===== src/i2cmtq_pkg.sv =====
`timescale 1ns / 1ps
`default_nettype none
package i2cmtq_pkg;

  // host operation codes
  localparam logic [2:0] OP_BEGIN_WRITE = 3'd0;
  localparam logic [2:0] OP_BEGIN_READ  = 3'd1;
  localparam logic [2:0] OP_QUEUE_BYTE  = 3'd2;
  localparam logic [2:0] OP_REQUEST     = 3'd3;
  localparam logic [2:0] OP_POP         = 3'd4;
  localparam logic [2:0] OP_END_WRITE   = 3'd5;
  localparam logic [2:0] OP_END_READ    = 3'd6;
  localparam logic [2:0] OP_BUS_EVENT   = 3'd7;

  // commands to the byte engine
  localparam logic [2:0] CMD_NONE     = 3'd0;
  localparam logic [2:0] CMD_START    = 3'd1;
  localparam logic [2:0] CMD_SEND     = 3'd2;
  localparam logic [2:0] CMD_CONTINUE = 3'd3;
  localparam logic [2:0] CMD_ACK      = 3'd4;
  localparam logic [2:0] CMD_NACK     = 3'd5;
  localparam logic [2:0] CMD_RELEASE  = 3'd6;
  localparam logic [2:0] CMD_STOP     = 3'd7;

  // engine status codes, bits 7..3 of the status byte
  localparam logic [4:0] SC_START         = 5'h01;
  localparam logic [4:0] SC_RESTART       = 5'h02;
  localparam logic [4:0] SC_MT_SLA_ACK    = 5'h03;
  localparam logic [4:0] SC_MT_SLA_NACK   = 5'h04;
  localparam logic [4:0] SC_MT_DATA_ACK   = 5'h05;
  localparam logic [4:0] SC_MT_DATA_NACK  = 5'h06;
  localparam logic [4:0] SC_MR_SLA_ACK    = 5'h08;
  localparam logic [4:0] SC_MR_SLA_NACK   = 5'h09;
  localparam logic [4:0] SC_MR_DATA_ACK   = 5'h0A;
  localparam logic [4:0] SC_MR_DATA_NACK  = 5'h0B;

  typedef enum logic [1:0] {
    EV_START   = 2'd0,
    EV_TX_DONE = 2'd1,
    EV_RECEIVE = 2'd2,
    EV_OTHER   = 2'd3
  } ev_class_t;

  // queue control: push advances head, write stores data at head, pop advances tail
  typedef struct packed {
    logic push;
    logic write;
    logic pop;
  } q_ctl_t;

  typedef struct packed {
    logic empty;
    logic full;
    logic one_left;
  } q_stat_t;

  function automatic ev_class_t classify_status(input logic [4:0] code);
    ev_class_t c;
    case (code) inside
      SC_START, SC_RESTART: c = EV_START;
      SC_MT_SLA_ACK, SC_MT_SLA_NACK, SC_MT_DATA_ACK, SC_MT_DATA_NACK,
      SC_MR_SLA_ACK, SC_MR_SLA_NACK: c = EV_TX_DONE;
      SC_MR_DATA_ACK, SC_MR_DATA_NACK: c = EV_RECEIVE;
      default: c = EV_OTHER;
    endcase
    return c;
  endfunction

endpackage
`default_nettype wire


===== src/i2cmtq_queue.sv =====
`timescale 1ns / 1ps
`default_nettype none
module i2cmtq_queue
  import i2cmtq_pkg::*;
#(
  parameter int unsigned DEPTH = 16
) (
  input  logic       clk,
  input  logic       rst_n,
  input  logic       rd_en,
  input  logic       rd_adv,
  input  q_ctl_t     ctl,
  input  logic [7:0] wr_data,
  output logic [7:0] rd_data,
  output q_stat_t    stat
);

  localparam int unsigned IW = $clog2(DEPTH);
  localparam logic [IW-1:0] LAST = IW'(DEPTH - 1);

  logic [7:0]    mem [DEPTH];
  logic [7:0]    rd_data_r;
  logic [IW-1:0] head_r, head_nxt;
  logic [IW-1:0] tail_r, tail_nxt;
  logic          lwp_r, lwp_nxt;
  logic [IW-1:0] tail_inc;
  logic          same;

  function automatic logic [IW-1:0] inc(input logic [IW-1:0] i);
    return (i == LAST) ? '0 : i + 1'b1;
  endfunction

  assign tail_inc = inc(tail_r);
  assign same     = (head_r == tail_r);

  always_comb begin
    head_nxt = ctl.push ? inc(head_r) : head_r;
    tail_nxt = ctl.pop ? tail_inc : tail_r;
    if (ctl.push) begin
      lwp_nxt = 1'b1;
    end else if (ctl.pop) begin
      lwp_nxt = 1'b0;
    end else begin
      lwp_nxt = lwp_r;
    end
  end

  always_ff @(posedge clk) begin
    if (!rst_n) begin
      head_r <= '0;
      tail_r <= '0;
      lwp_r  <= 1'b0;
    end else begin
      head_r <= head_nxt;
      tail_r <= tail_nxt;
      lwp_r  <= lwp_nxt;
    end
  end

  // storage, one write and one registered read per cycle
  always_ff @(posedge clk) begin
    if (ctl.write) begin
      mem[head_r] <= wr_data;
    end
    if (rd_en) begin
      rd_data_r <= mem[rd_adv ? tail_inc : tail_r];
    end
  end

  assign rd_data       = rd_data_r;
  assign stat.empty    = same && !lwp_r;
  assign stat.full     = same && lwp_r;
  assign stat.one_left = (tail_inc == head_r);

endmodule
`default_nettype wire


===== src/i2c_master_transfer_queue_top.sv =====
`timescale 1ns / 1ps
`default_nettype none
// Host-side sequencer for an I2C master byte engine. A transfer is taken when
// start is high and busy is low; busy then stays high for exactly one cycle,
// and no new transfer is taken while it is high. The accepting cycle issues
// the synchronous read of both queue memories (transmit entry at the tail, or
// the next one when a transmit acknowledge retires an entry; receive entry at
// the tail), the busy cycle decides the command and writes back queue
// pointers, queue memories and the pending receive count. The result shows on
// the out_ ports for exactly one cycle with out_valid high, in the cycle in which
// busy drops; the receiver cannot stall, so it must take every result as it comes.
// A new transfer may be taken in that same cycle. Host operations that cannot
// proceed (queue full, queue not drained, reads still pending) return
// out_accepted low and change nothing; retry them later. The pending count
// saturates at 255. A received byte that finds the receive queue full still
// goes in, the oldest byte is dropped and out_overrun is set. Queue memories
// are not cleared at reset; reading an entry never written is undefined.
module i2c_master_transfer_queue_top
  import i2cmtq_pkg::*;
#(
  parameter int unsigned QUEUE_DEPTH = 16
) (
  input  logic       clk,
  input  logic       rst_n,
  input  logic       start,
  output logic       busy,
  input  logic [2:0] in_operation,
  input  logic [6:0] in_slave_address,
  input  logic [7:0] in_host_byte,
  input  logic [7:0] in_request_count,
  input  logic [7:0] in_bus_status,
  input  logic [7:0] in_bus_rx_byte,
  output logic       out_valid,
  output logic       out_accepted,
  output logic [2:0] out_bus_command,
  output logic       out_load_data,
  output logic [7:0] out_tx_byte_out,
  output logic [7:0] out_popped_byte,
  output logic       out_rx_available,
  output logic [7:0] out_pending_receive,
  output logic       out_overrun
);

  typedef enum logic [1:0] {
    ST_IDLE = 2'b01,
    ST_EXEC = 2'b10
  } state_t;

  state_t state_r, state_nxt;
  logic   accept;

  // captured transfer
  logic [2:0] op_r;
  logic [6:0] addr_r;
  logic [7:0] hbyte_r;
  logic [7:0] count_r;
  logic [4:0] status_r;
  logic [7:0] rxb_r;

  logic [7:0] rem_r, rem_nxt;

  // queue interface
  q_ctl_t     tx_ctl, rx_ctl;
  q_stat_t    tx_stat, rx_stat;
  logic [7:0] tx_wdata, tx_rdata, rx_rdata;
  logic       tx_rd_adv;

  // result
  logic       acc, load, ovr, rx_avail;
  logic [2:0] cmd;
  logic [7:0] txo, popped;
  logic [8:0] rem_sum;
  logic       tx_left;
  ev_class_t  ev_exec;

  logic       out_valid_r;
  logic       out_accepted_r, out_load_data_r, out_rx_available_r, out_overrun_r;
  logic [2:0] out_bus_command_r;
  logic [7:0] out_tx_byte_out_r, out_popped_byte_r, out_pending_receive_r;

  assign busy   = (state_r == ST_EXEC);
  assign accept = start && !busy;

  // transmit read targets the next entry when this event retires the current one
  assign tx_rd_adv = (in_operation == OP_BUS_EVENT) &&
                     (classify_status(in_bus_status[7:3]) == EV_TX_DONE) &&
                     !tx_stat.empty;

  always_comb begin
    state_nxt = state_r;
    unique case (state_r)
      ST_IDLE: if (accept) state_nxt = ST_EXEC;
      ST_EXEC: state_nxt = ST_IDLE;
      default: state_nxt = ST_IDLE;
    endcase
  end

  always_ff @(posedge clk) begin
    if (!rst_n) begin
      state_r     <= ST_IDLE;
      rem_r       <= '0;
      out_valid_r <= 1'b0;
    end else begin
      state_r     <= state_nxt;
      out_valid_r <= busy;
      if (busy) begin
        rem_r <= rem_nxt;
      end
    end
  end

  always_ff @(posedge clk) begin
    if (accept) begin
      op_r     <= in_operation;
      addr_r   <= in_slave_address;
      hbyte_r  <= in_host_byte;
      count_r  <= in_request_count;
      status_r <= in_bus_status[7:3];
      rxb_r    <= in_bus_rx_byte;
    end
  end

  assign ev_exec = classify_status(status_r);
  assign rem_sum = {1'b0, rem_r} + {1'b0, count_r};

  // decision and write-back, all in the busy cycle
  always_comb begin
    acc      = 1'b1;
    cmd      = CMD_NONE;
    load     = 1'b0;
    txo      = '0;
    popped   = '0;
    ovr      = 1'b0;
    rem_nxt  = rem_r;
    tx_ctl   = '0;
    rx_ctl   = '0;
    tx_wdata = hbyte_r;
    tx_left  = 1'b0;
    unique case (op_r)
      OP_BEGIN_WRITE, OP_BEGIN_READ: begin
        if (!tx_stat.empty) begin
          acc = 1'b0;
        end else begin
          tx_wdata     = {addr_r, op_r[0]};
          tx_ctl.push  = 1'b1;
          tx_ctl.write = 1'b1;
          cmd          = CMD_START;
        end
      end
      OP_QUEUE_BYTE: begin
        if (tx_stat.empty) begin
          // straight to the engine; counts as one entry, nothing stored
          tx_ctl.push = 1'b1;
          load        = 1'b1;
          txo         = hbyte_r;
          cmd         = CMD_SEND;
        end else if (tx_stat.full) begin
          acc = 1'b0;
        end else begin
          tx_ctl.push  = 1'b1;
          tx_ctl.write = 1'b1;
        end
      end
      OP_REQUEST: begin
        rem_nxt = rem_sum[8] ? 8'hFF : rem_sum[7:0];
      end
      OP_POP: begin
        if (!rx_stat.empty) begin
          popped     = rx_rdata;
          rx_ctl.pop = 1'b1;
        end
      end
      OP_END_WRITE: begin
        if (!tx_stat.empty) acc = 1'b0;
        else cmd = CMD_STOP;
      end
      OP_END_READ: begin
        if (rem_r != '0) acc = 1'b0;
        else cmd = CMD_STOP;
      end
      OP_BUS_EVENT: begin
        case (ev_exec)
          EV_START, EV_TX_DONE: begin
            if (ev_exec == EV_TX_DONE && !tx_stat.empty) begin
              tx_ctl.pop = 1'b1;
              tx_left    = !tx_stat.one_left;
            end else begin
              tx_left    = !tx_stat.empty;
            end
            if (tx_left) begin
              load = 1'b1;
              txo  = tx_rdata;
              cmd  = CMD_CONTINUE;
            end else if (rem_r == 8'd1) begin
              cmd = CMD_NACK;
            end else if (rem_r > 8'd1) begin
              cmd = CMD_CONTINUE;
            end else begin
              cmd = CMD_RELEASE;
            end
          end
          EV_RECEIVE: begin
            if (rem_r != '0) begin
              rx_ctl.push  = 1'b1;
              rx_ctl.write = 1'b1;
              rx_ctl.pop   = rx_stat.full;
              ovr          = rx_stat.full;
              rem_nxt      = rem_r - 8'd1;
            end
            if (rem_nxt > 8'd1) cmd = CMD_ACK;
            else if (rem_nxt == 8'd1) cmd = CMD_NACK;
            else cmd = CMD_RELEASE;
          end
          default: cmd = CMD_CONTINUE;
        endcase
      end
      default: acc = 1'b0;
    endcase
    if (!busy) begin
      tx_ctl = '0;
      rx_ctl = '0;
    end
  end

  // receive queue occupancy after this step
  assign rx_avail = rx_ctl.push ? 1'b1 :
                    rx_ctl.pop  ? !rx_stat.one_left : !rx_stat.empty;

  always_ff @(posedge clk) begin
    if (busy) begin
      out_accepted_r        <= acc;
      out_bus_command_r     <= cmd;
      out_load_data_r       <= load;
      out_tx_byte_out_r     <= txo;
      out_popped_byte_r     <= popped;
      out_rx_available_r    <= rx_avail;
      out_pending_receive_r <= rem_nxt;
      out_overrun_r         <= ovr;
    end
  end

  i2cmtq_queue #(
    .DEPTH(QUEUE_DEPTH)
  ) u_tx_queue (
    .clk     (clk),
    .rst_n   (rst_n),
    .rd_en   (accept),
    .rd_adv  (tx_rd_adv),
    .ctl     (tx_ctl),
    .wr_data (tx_wdata),
    .rd_data (tx_rdata),
    .stat    (tx_stat)
  );

  i2cmtq_queue #(
    .DEPTH(QUEUE_DEPTH)
  ) u_rx_queue (
    .clk     (clk),
    .rst_n   (rst_n),
    .rd_en   (accept),
    .rd_adv  (1'b0),
    .ctl     (rx_ctl),
    .wr_data (rxb_r),
    .rd_data (rx_rdata),
    .stat    (rx_stat)
  );

  assign out_valid           = out_valid_r;
  assign out_accepted        = out_accepted_r;
  assign out_bus_command     = out_bus_command_r;
  assign out_load_data       = out_load_data_r;
  assign out_tx_byte_out     = out_tx_byte_out_r;
  assign out_popped_byte     = out_popped_byte_r;
  assign out_rx_available    = out_rx_available_r;
  assign out_pending_receive = out_pending_receive_r;
  assign out_overrun         = out_overrun_r;

  // every taken transfer yields exactly one result, after its busy cycle
  a_one_result: assert property (@(posedge clk) disable iff (!rst_n)
    accept |=> busy ##1 out_valid)
    else $error("transfer did not produce a result");

  // the busy cycle never repeats, so memory reads and write-backs never overlap
  a_busy_single: assert property (@(posedge clk) disable iff (!rst_n)
    busy |=> !busy)
    else $error("busy held for more than one cycle");

  // a refused operation issues no command and loads nothing
  a_refused_quiet: assert property (@(posedge clk) disable iff (!rst_n)
    (out_valid && !out_accepted) |-> (out_bus_command == CMD_NONE && !out_load_data))
    else $error("refused transfer issued a command");

  // overrun only comes with a receive that leaves the queue occupied
  a_overrun_full: assert property (@(posedge clk) disable iff (!rst_n)
    (out_valid && out_overrun) |-> out_rx_available)
    else $error("overrun with empty receive queue");

endmodule
`default_nettype wire


===== config.mk =====
export PLATFORM = sky130hd
export DESIGN_NAME = i2c_master_transfer_queue_top
export DESIGN_NICKNAME = d
export VERILOG_FILES = /design/src/i2cmtq_pkg.sv /design/src/i2cmtq_queue.sv /design/src/i2c_master_transfer_queue_top.sv
export SDC_FILE = /design/constraint.sdc
export NUM_CORES = 1
export LEC_CHECK = 0
export ABC_AREA = 1
export BUFFER_PORTS_ARGS = -buffer_cell sky130_fd_sc_hd__buf_4
export CAP_MARGIN = 25
export CELL_PAD_IN_SITES_DETAIL_PLACEMENT = 0
export CELL_PAD_IN_SITES_GLOBAL_PLACEMENT = 1
export CORE_AREA = 2 2 245 199
export DETAILED_ROUTE_END_ITERATION = 10
export DIE_AREA = 0 0 247 201
export PLACE_DENSITY_LB_ADDON = 0.1
export SLEW_MARGIN = 5
export SYNTH_ARGS = -nofsm -noshare
export SYNTH_HDL_FRONTEND = slang
export SYNTH_SLANG_ARGS = --single-unit

===== constraint.sdc =====
create_clock -name clk -period 8.7 [get_ports clk]
set_clock_uncertainty 0.15 [all_clocks]
set_input_delay 0.435 -clock clk [delete_from_list [all_inputs] [get_ports clk]]
set_output_delay 0.435 -clock clk [all_outputs]
set_load 0.1 [all_outputs]

==> results.sh, run 1 <==
export IMPL_r2r_setup_slack_ps=4930
export IMPL_yosys_area_top_type_share_pct=62.7
export IMPL_die_w_um=247
export IMPL_crit_required_ps=8730
export IMPL_cts_tree="done"
export IMPL_endpoint_kind="flop"
export IMPL_critPathKind="flop to flop"
export IMPL_die_area_mm2=0.0496
export IMPL_cts_buffers=42
export IMPL_grt_pass1_wl_um=65000
export IMPL_hpwlAfterDp_um=27000
export IMPL_rr_worst_depth=7
export IMPL_slew_headroom_pct=34.3
export IMPL_critical_path_buf_inv_count=3
export IMPL_outcome="finished, final reports clean"
export IMPL_grtUsageTotal_pct=17.3
export IMPL_cpLargestDelayFamily="buffers and inverters"
export IMPL_cts_setup_buffers=0
export IMPL_routed_wl_um=42300
export IMPL_viasPerCell=4.76
export IMPL_ir_drop_uv=151
export IMPL_num_rows=72
export IMPL_fill_cells=4698
export IMPL_max_cap_violations=0
export IMPL_numPortBuffers=74
export IMPL_fp_dieH_um=201
export IMPL_internal_power_mw=3.06
export IMPL_ys_warn_count=0
export IMPL_seqPwrFrac_pct=51.0
export IMPL_syn_to_final_growth_pct=18.1
export IMPL_p_leak_nw=7.64
export IMPL_rsz0062_at_grt="no"
export IMPL_finalSetupTns_ps=0
export IMPL_reg2reg_to="u_tx_queue.mem[1][2]"
export IMPL_worstMarginPinSlew_ps=982
export IMPL_hold_path_end="u_rx_queue.tail_r[0]"
export IMPL_clock_fmax_mhz=265
export IMPL_slew_viol_final=0
export IMPL_synthesis_instances=1521
export IMPL_avgSynthCellArea_um2=10.8
export IMPL_first_global_vias=10648
export IMPL_placed_area_mm2=0.0176
export IMPL_gp_congestion=0.804
export IMPL_cp_arrival_ps=3800
export IMPL_synth_seq_area_share_pct=66.3
export IMPL_power_switching_mw=0.840
export IMPL_drt_initial_drc_count=809
export IMPL_worstHoldStart="rst_n"
export IMPL_ant_nets=0
export IMPL_seq_area_mm2=0.0109
export IMPL_start_util_pct=34.5
export IMPL_critical_path_slowest_cell="nor2_1"
export IMPL_place_ws_ps=4790
export IMPL_combPwrFrac_pct=3.9
export IMPL_core_area_mm2=0.0475
export IMPL_layout_commonest_cell="edfxtp_1"
export IMPL_drcViolationCount=0
export IMPL_setup_viol=0
export IMPL_ys_ff_latch=371
export IMPL_wl_per_cell_um=18.4
export IMPL_holdCritPathClass="primary input to flop"
export IMPL_nets=1710
export IMPL_post_route_period_util_pct=43.3
export IMPL_multi_input_area_mm2=0.00441
export IMPL_synth_cell_type_count=44
export IMPL_clock_root_buffer="clkbuf_16"
export IMPL_cpPeakStageDelay_ps=790
export IMPL_period_minus_slack_ps=3770
export IMPL_post_cts_resize_count=0
export IMPL_netSwitchingFraction_pct=21.5
export IMPL_pin_count=78
export IMPL_overflow=0
export IMPL_cts_path_max_buffers=3
export IMPL_worst_slack_ps=4930
export IMPL_final_area_mm2=0.0193
export IMPL_synthTopCellsByArea="edfxtp_1 63%, nand3_1 6.4%, nand2_1 6.1%"
export IMPL_worstHoldPathCells=3
export IMPL_fin_util_pct=40.7
export IMPL_syn_area_mm2=0.0164
export IMPL_synth_area_leader_cell="edfxtp_1"
export IMPL_power_frac_clock_pct=45.0
export IMPL_power_density_mw_per_mm2=202
export IMPL_clkTransAtPathRegs_ps=60
export IMPL_final_cell_mix="342 x edfxtp_1, 267 x nand2_1, 217 x inv_1"
export IMPL_regToRegStartpoint="state_r[1]"
export IMPL_cts_hold_buf=40
export IMPL_dr_total_vias=10951
export IMPL_drive_above_1_share_pct=10.5
export IMPL_grt_max_degree=69
export IMPL_cts_sinks=371
export IMPL_critPathMaxFanout=42
export IMPL_htree_levels=2
export IMPL_drtPass1Iterations=7
export IMPL_startpoint_type="flop"
export IMPL_insertion_delay_ps=560
export IMPL_antenna_found_initial=1
export IMPL_syn_nets=1589
export IMPL_finalHoldViolCount=0
export IMPL_crit_chain="inv_1 -> nor2_4 -> buf_4 -> clkinv_1 -> a21oi_1 -> nand2_1 -> nor2_1"
cells in the mapped netlist (all sizes together):
cell	n
xnor2	3
nor4	1
mux2i	13
o221ai	15
o211ai	4
clkinv	3
nor2	157
o32ai	19
or2	4
xor2	11
a22oi	2
a21oi	31
nand4	9
fa	1
o21ai	72
ha	22
a211oi	5
and2	1
dfxtp	29
inv	224
o22ai	6
buf	31
nand2	274
clkbuf	21
o31ai	1
nand3	210
nor3	7
a21o	1
edfxtp	342
a31oi	1
nor3b	1
power by group through the flow:
stage | logic (mW) | registers (mW) | clock network (mW)
6_report | 0.153 | 1.99 | 1.76
5_1_grt | 0.171 | 1.99 | 1.87
4_1_cts | 0.155 | 1.99 | 1.81
3_5_place_dp | 0.140 | 2.03 | 0
3_3_place_gp | 0.140 | 2.03 | 0
2_1_floorplan | 0.0701 | 2.03 | 0
flip-flops by register name, summed over array words and instances, names as in the netlist, 2 cells and up:
| name | cells |
|---|---|
| addr_r | 7 |
| count_r | 8 |
| hbyte_r | 8 |
| op_r | 3 |
| out_bus_command | 3 |
| out_pending_receive | 8 |
| out_popped_byte | 8 |
| out_tx_byte_out | 8 |
| rem_r | 8 |
| rxb_r | 8 |
| state_r | 2 |
| status_r | 5 |
| u_rx_queue.head_r | 4 |
| u_rx_queue.mem | 128 |
| u_rx_queue.rd_data | 8 |
| u_rx_queue.tail_r | 4 |
| u_tx_queue.head_r | 4 |
| u_tx_queue.mem | 128 |
| u_tx_queue.rd_data | 8 |
| u_tx_queue.tail_r | 4 |
worst reg2reg max path, cell delays in order (launching register included):
cell	delay, ps
dfxtp_1	310
inv_1	60
nor2_4	70
buf_4	500
clkinv_1	670
a21oi_1	560
nand2_1	280
nor2_1	790
how the worst max path moves through the flow:
stage | from | endpoint | slack [ps] | cells past startpoint
3_3_place_gp | state_r[1] | u_rx_queue.mem[11][2] | 4770 | 7
6_report | state_r[1] | u_tx_queue.mem[1][2] | 4930 | 7
3_5_place_dp | state_r[1] | u_tx_queue.mem[11][2] | 4790 | 7
2_1_floorplan | state_r[1] | addr_r[0] | 4740 | 4
4_1_cts | state_r[1] | u_tx_queue.mem[11][3] | 4770 | 7
5_1_grt | state_r[1] | u_rx_queue.mem[14][5] | 4570 | 7
per-stage QoR:
stage               total power, mW  hold slack, ps  cells
finish                         3.90            40.9   2303
global route                   4.03            36.5   2302
detailed placement             2.17             305   2186
global placement               2.17             299   2184
CTS                            3.96            4.04   2301
floorplan                      2.10             257   1521
layout make-up:
class	count	share of cell area, %
Sequential cell	371	56.1
Multi-Input combinational cell	871	22.8
Antenna cell	1	0.0129
Clock inverter	24	1.33
Tap cell	629	4.07
Timing Repair Buffer	129	5.61
Clock buffer	51	5.61
Inverter	227	4.41
layer usage:
layer | wire length, um | global-route usage [%] | up-vias
met4 | 855 | 4.69 | 0
met5 | 0 | 0 | -
met2 | 17500 | 24.2 | 214
met1 | 22100 | 27.3 | 5226
li1 | - | - | 5450
met3 | 1820 | 2.90 | 61
cells by family (layout without fill, tap and decap cells):
logic type      after synthesis  in the layout  share of synthesized area (%)
buf+inv                     279            431                           6.92
mux                          13             13                          0.795
flops                       371            371                           66.3
compound gates              157            157                           5.92
other cells                   0              1                              0
simple gates                664            664                           17.5
xor+xnor                     14             14                          0.749
fa+ha+maj                    23             23                           1.80
No activity file was read; power rests on OpenSTA's default activity.
==> run 2: changes to the inputs <==
clock period = 3.9 ns   (was 8.7 ns; I/O delays follow)
==> results.sh, run 2 (synthesis gave the netlist of run 1 again) <==
export IMPL_clock_fmax_mhz=330
export IMPL_die_w_um=247
export IMPL_finalSetupTns_ps=0
export IMPL_worstMarginPinSlew_ps=1080
export IMPL_routed_top_layer="met4"
export IMPL_wl_met3_um=1850
export IMPL_layout_commonest_cell="edfxtp_1"
export IMPL_critical_path_buf_inv_count=3
export IMPL_final_cells=2342
export IMPL_placed_area_mm2=0.0179
export IMPL_power_density_mw_per_mm2=435
export IMPL_routed_wl_um=42400
export IMPL_dp_cells=2226
export IMPL_cts_tree="done"
export IMPL_gp_congestion=0.773
export IMPL_outcome="finished, final reports clean"
export IMPL_cts_path_max_buffers=3
export IMPL_cpPeakStageDelay_ps=730
export IMPL_diodes=0
export IMPL_fill_cells=4604
export IMPL_start_util_pct=34.5
export IMPL_dr_total_vias=11151
export IMPL_post_route_period_util_pct=77.8
export IMPL_cpLargestDelayFamily="simple AND/OR/NAND/NOR gates"
export IMPL_hpwlAfterDp_um=27900
export IMPL_grt_pass1_wl_um=65300
export IMPL_max_cap_violations=0
export IMPL_overflow=0
export IMPL_pin_count=78
export IMPL_syn_to_final_growth_pct=19.5
export IMPL_drcViolationCount=0
export IMPL_m1WireLength_um=22000
export IMPL_antenna_found_initial=1
export IMPL_p_leak_nw=7.82
export IMPL_crit_top_cell="nand3_1"
export IMPL_ir_drop_uv=294
export IMPL_rsz0062_at_grt="no"
export IMPL_insertion_delay_ps=580
export IMPL_clkTransAtPathRegs_ps=60
export IMPL_fin_util_pct=41.2
export IMPL_slew_headroom_pct=27.8
export IMPL_met2WireLength_um=17900
export IMPL_grtUsageTotal_pct=17.3
export IMPL_cts_buffers=42
export IMPL_htree_levels=2
export IMPL_num_rows=72
export IMPL_crit_cells=12
export IMPL_final_area_mm2=0.0196
export IMPL_endpoint_kind="flop"
export IMPL_drt_initial_drc_count=633
export IMPL_slew_viol_final=0
export IMPL_worst_slack_ps=866
export IMPL_critPathMaxFanout=17
export IMPL_wl_per_cell_um=18.1
export IMPL_drive_above_1_share_pct=12.4
export IMPL_cts_sinks=371
export IMPL_drtPass1Iterations=5
export IMPL_startpoint_type="primary input"
export IMPL_cp_arrival_ps=3320
export IMPL_seq_area_mm2=0.0109
export IMPL_rr_worst_depth=11
export IMPL_grt_max_degree=61
export IMPL_fp_dieH_um=201
export IMPL_multi_input_area_mm2=0.00440
export IMPL_holdCritPathClass="primary input to flop"
export IMPL_worstHoldPathCells=2
export IMPL_nets=1751
export IMPL_setup_viol=0
export IMPL_period_minus_slack_ps=3030
export IMPL_crit_required_ps=4190
export IMPL_place_ws_ps=845
export IMPL_numPortBuffers=74
export IMPL_clock_root_buffer="clkbuf_16"
export IMPL_die_area_mm2=0.0496
export IMPL_critical_path_slowest_cell="o21ai_2"
export IMPL_critPathKind="primary input to flop"
export IMPL_whs_ps=192
export IMPL_crit_chain="dlygate4sd3_1 -> buf_4 -> o21ai_0 -> nand3_1 -> nor2_1 -> nand2_4 -> o21ai_2 -> buf_4 -> nand3_1 -> nand3_1 -> nand3_1 -> nand2_1"
export IMPL_finalHoldViolCount=0
export IMPL_first_global_vias=10732
export IMPL_total_power_mw=8.50
export IMPL_final_cell_mix="342 x edfxtp_1, 267 x nand2_1, 217 x inv_1"
export IMPL_viasPerCell=4.76
export IMPL_largestRegisters="u_rx_queue.mem x128, u_tx_queue.mem x128"
export IMPL_ant_nets=0
export IMPL_post_cts_resize_count=0
export IMPL_core_area_mm2=0.0475
run 2: worst paths after layout:
path,from,end,slack (ps)
worst min register to register,u_tx_queue.lwp_r,u_tx_queue.lwp_r,310
worst min-delay path,in_bus_rx_byte[0],rxb_r[0],190
worst max-delay path,in_bus_status[4],u_tx_queue.rd_data[4],870
worst max register to register,u_tx_queue.head_r[0],u_tx_queue.mem[1][0],920
run 2: layout make-up:
cell class	instances	share of cell area, %
tap	629	4.02
inverter	227	4.35
clock inverter	16	0.754
sequential	371	55.5
clock buffer	58	5.73
multi-input combinational	871	22.5
timing repair buffer	170	7.19
run 2: what timing repair did:
action | 4_1_cts | 5_1_grt
hold buffers | 42 | 0
endpoints found under the setup margin | 0 | 0
setup buffers | 0 | 0
endpoints found under the hold margin | 67 | 0
run 2: report_power, final:
part	internal, mW	switching [mW]	total [mW]
logic	0.120	0.230	0.349
clock network	2.09	1.62	3.71
registers	4.41	0.0381	4.44
run 2: routing by layer:
| layer | global-route usage (%) | vias to the layer above |
|---|---|---|
| met5 | 0 | - |
| met4 | 4.58 | 0 |
| met3 | 2.58 | 50 |
| met2 | 25.0 | 240 |
| met1 | 26.8 | 5346 |
| li1 | - | 5515 |
==> run 3: changes to the inputs <==
clock period = 2.8 ns   (was 3.9 ns; I/O delays follow)
==> results.sh, run 3 (synthesis gave the netlist of run 1 again) <==
export IMPL_outcome="finished, final reports clean"
export IMPL_cts_path_max_buffers=3
export IMPL_multi_input_area_mm2=0.00441
export IMPL_cts_setup_buffers=0
export IMPL_max_cap_violations=0
export IMPL_htree_levels=2
export IMPL_ant_nets=0
export IMPL_diodes=0
export IMPL_total_power_mw=12.1
export IMPL_period_minus_slack_ps=2630
export IMPL_cts_buffers=42
export IMPL_wl_per_cell_um=18.1
export IMPL_layout_commonest_cell="edfxtp_1"
export IMPL_critPathMaxFanout=9
export IMPL_critical_path_buf_inv_count=3
export IMPL_reg2reg_to="u_tx_queue.mem[2][6]"
export IMPL_worstHoldPathCells=2
export IMPL_setup_viol=0
export IMPL_cts_sinks=371
export IMPL_finalSetupTns_ps=0
export IMPL_die_w_um=247
export IMPL_gp_congestion=0.776
export IMPL_syn_to_final_growth_pct=22.4
export IMPL_fp_dieH_um=201
export IMPL_crit_required_ps=2920
export IMPL_worstHoldStart="in_bus_rx_byte[0]"
export IMPL_clkTransAtPathRegs_ps=60
export IMPL_cpLargestDelayFamily="simple AND/OR/NAND/NOR gates"
export IMPL_first_global_vias=10816
export IMPL_p_leak_nw=8.07
export IMPL_post_route_period_util_pct=93.8
export IMPL_ir_drop_uv=473
export IMPL_rsz0062_at_grt="no"
export IMPL_holdCritPathClass="primary input to flop"
export IMPL_cpPeakStageDelay_ps=460
export IMPL_regToRegStartpoint="u_tx_queue.tail_r[0]"
export IMPL_num_rows=72
export IMPL_hold_path_end="rxb_r[0]"
export IMPL_worstMarginPinSlew_ps=777
export IMPL_drt_initial_drc_count=761
export IMPL_clock_fmax_mhz=381
export IMPL_drive_above_1_share_pct=14.3
export IMPL_critPathKind="flop to flop"
export IMPL_worst_slack_ps=174
export IMPL_rr_worst_depth=12
export IMPL_cp_arrival_ps=2750
export IMPL_place_ws_ps=144
export IMPL_final_area_mm2=0.0200
export IMPL_numPortBuffers=74
export IMPL_crit_top_cell="nand2_1"
export IMPL_viasPerCell=4.76
export IMPL_clock_root_buffer="clkbuf_16"
export IMPL_nets=1782
export IMPL_hpwlAfterDp_um=28200
export IMPL_fill_cells=4564
export IMPL_pin_count=78
export IMPL_insertion_delay_ps=580
export IMPL_grtUsageTotal_pct=17.4
export IMPL_largestRegisters="u_rx_queue.mem x128, u_tx_queue.mem x128"
export IMPL_power_density_mw_per_mm2=606
export IMPL_critical_path_slowest_cell="dfxtp_1"
export IMPL_r2r_setup_slack_ps=170
export IMPL_routed_wl_um=42900
export IMPL_drtPass1Iterations=5
export IMPL_grt_pass1_wl_um=65600
export IMPL_placed_area_mm2=0.0183
export IMPL_overflow=0
export IMPL_slew_viol_final=0
export IMPL_fin_util_pct=42.2
export IMPL_finalHoldViolCount=0
export IMPL_drcViolationCount=0
export IMPL_die_area_mm2=0.0496
export IMPL_dr_total_vias=11295
export IMPL_core_area_mm2=0.0475
export IMPL_cts_tree="done"
export IMPL_antenna_found_initial=0
export IMPL_endpoint_kind="flop"
export IMPL_grt_max_degree=56
export IMPL_slew_headroom_pct=48.0
export IMPL_crit_chain="inv_2 -> nand2_1 -> nand2_1 -> nor2_2 -> nand3_4 -> nor2_1 -> nand2_2 -> a21oi_1 -> buf_4 -> nand2_1 -> nor2_1 -> buf_4"
export IMPL_startpoint_type="flop"
export IMPL_seq_area_mm2=0.0109
export IMPL_final_cell_mix="342 x edfxtp_1, 266 x nand2_1, 217 x inv_1"
export IMPL_start_util_pct=34.5
## run 3: stage by stage
step | hold WS [ps] | instances
CTS | 92.9 | 2375
global placement | 169 | 2257
floorplan | 88.9 | 1521
finish | 128 | 2375
global route | 115 | 2375
detailed placement | 169 | 2257
## run 3: per-layer routing
metal | vias up | wire [um] | track usage [%]
li1 | 5602 | - | -
met3 | 53 | 2030 | 3.11
met1 | 5396 | 22400 | 27.1
met4 | 0 | 773 | 4.50
met5 | - | 0 | 0
met2 | 244 | 17700 | 24.7
## run 3: worst max-delay path by stage
stage                     slack (ps)                    to                  from  cells past startpoint
after floorplan                  380             addr_r[0]            state_r[1]                      4
final                            170  u_tx_queue.mem[2][6]  u_tx_queue.tail_r[0]                     12
after CTS                        120  u_tx_queue.mem[3][5]  u_tx_queue.tail_r[0]                     12
after global routing              10  u_tx_queue.mem[1][4]  u_tx_queue.tail_r[1]                     12
after global placement           150  u_tx_queue.mem[3][6]  u_tx_queue.tail_r[1]                     12
after detailed placement         140  u_tx_queue.mem[3][2]  u_tx_queue.head_r[1]                     12
## run 3: repair_timing
item,in CTS,in global routing
hold buffers,42,0
gates resized for setup,0,3
hold endpoints to repair,50,0
endpoints found under the setup margin,0,10
## run 3: final cells by class
| class | count | area share, % |
|---|---|---|
| well taps | 629 | 3.93 |
| clock inverters | 24 | 1.29 |
| clock buffers | 52 | 5.43 |
| repair buffers | 201 | 8.93 |
| multi-input cells | 871 | 22.0 |
| inverters | 227 | 4.25 |
| flip-flops and latches | 371 | 54.2 |
## run 3: worst register-to-register path, cell delays in order, from the launching register on
cell and delay, ps:
dfxtp_1 460, inv_2 100, nand2_1 70, nand2_1 50
nor2_2 170, nand3_4 150, nor2_1 140, nand2_2 130
a21oi_1 160, buf_4 160, nand2_1 200, nor2_1 190
buf_4 210
## run 3: where the power goes
part           total (mW)  switching (mW)  internal (mW)
combinational       0.527           0.331          0.196
clock                5.43            2.27           3.16
sequential           6.19          0.0562           6.14
total                12.1            2.66           9.49
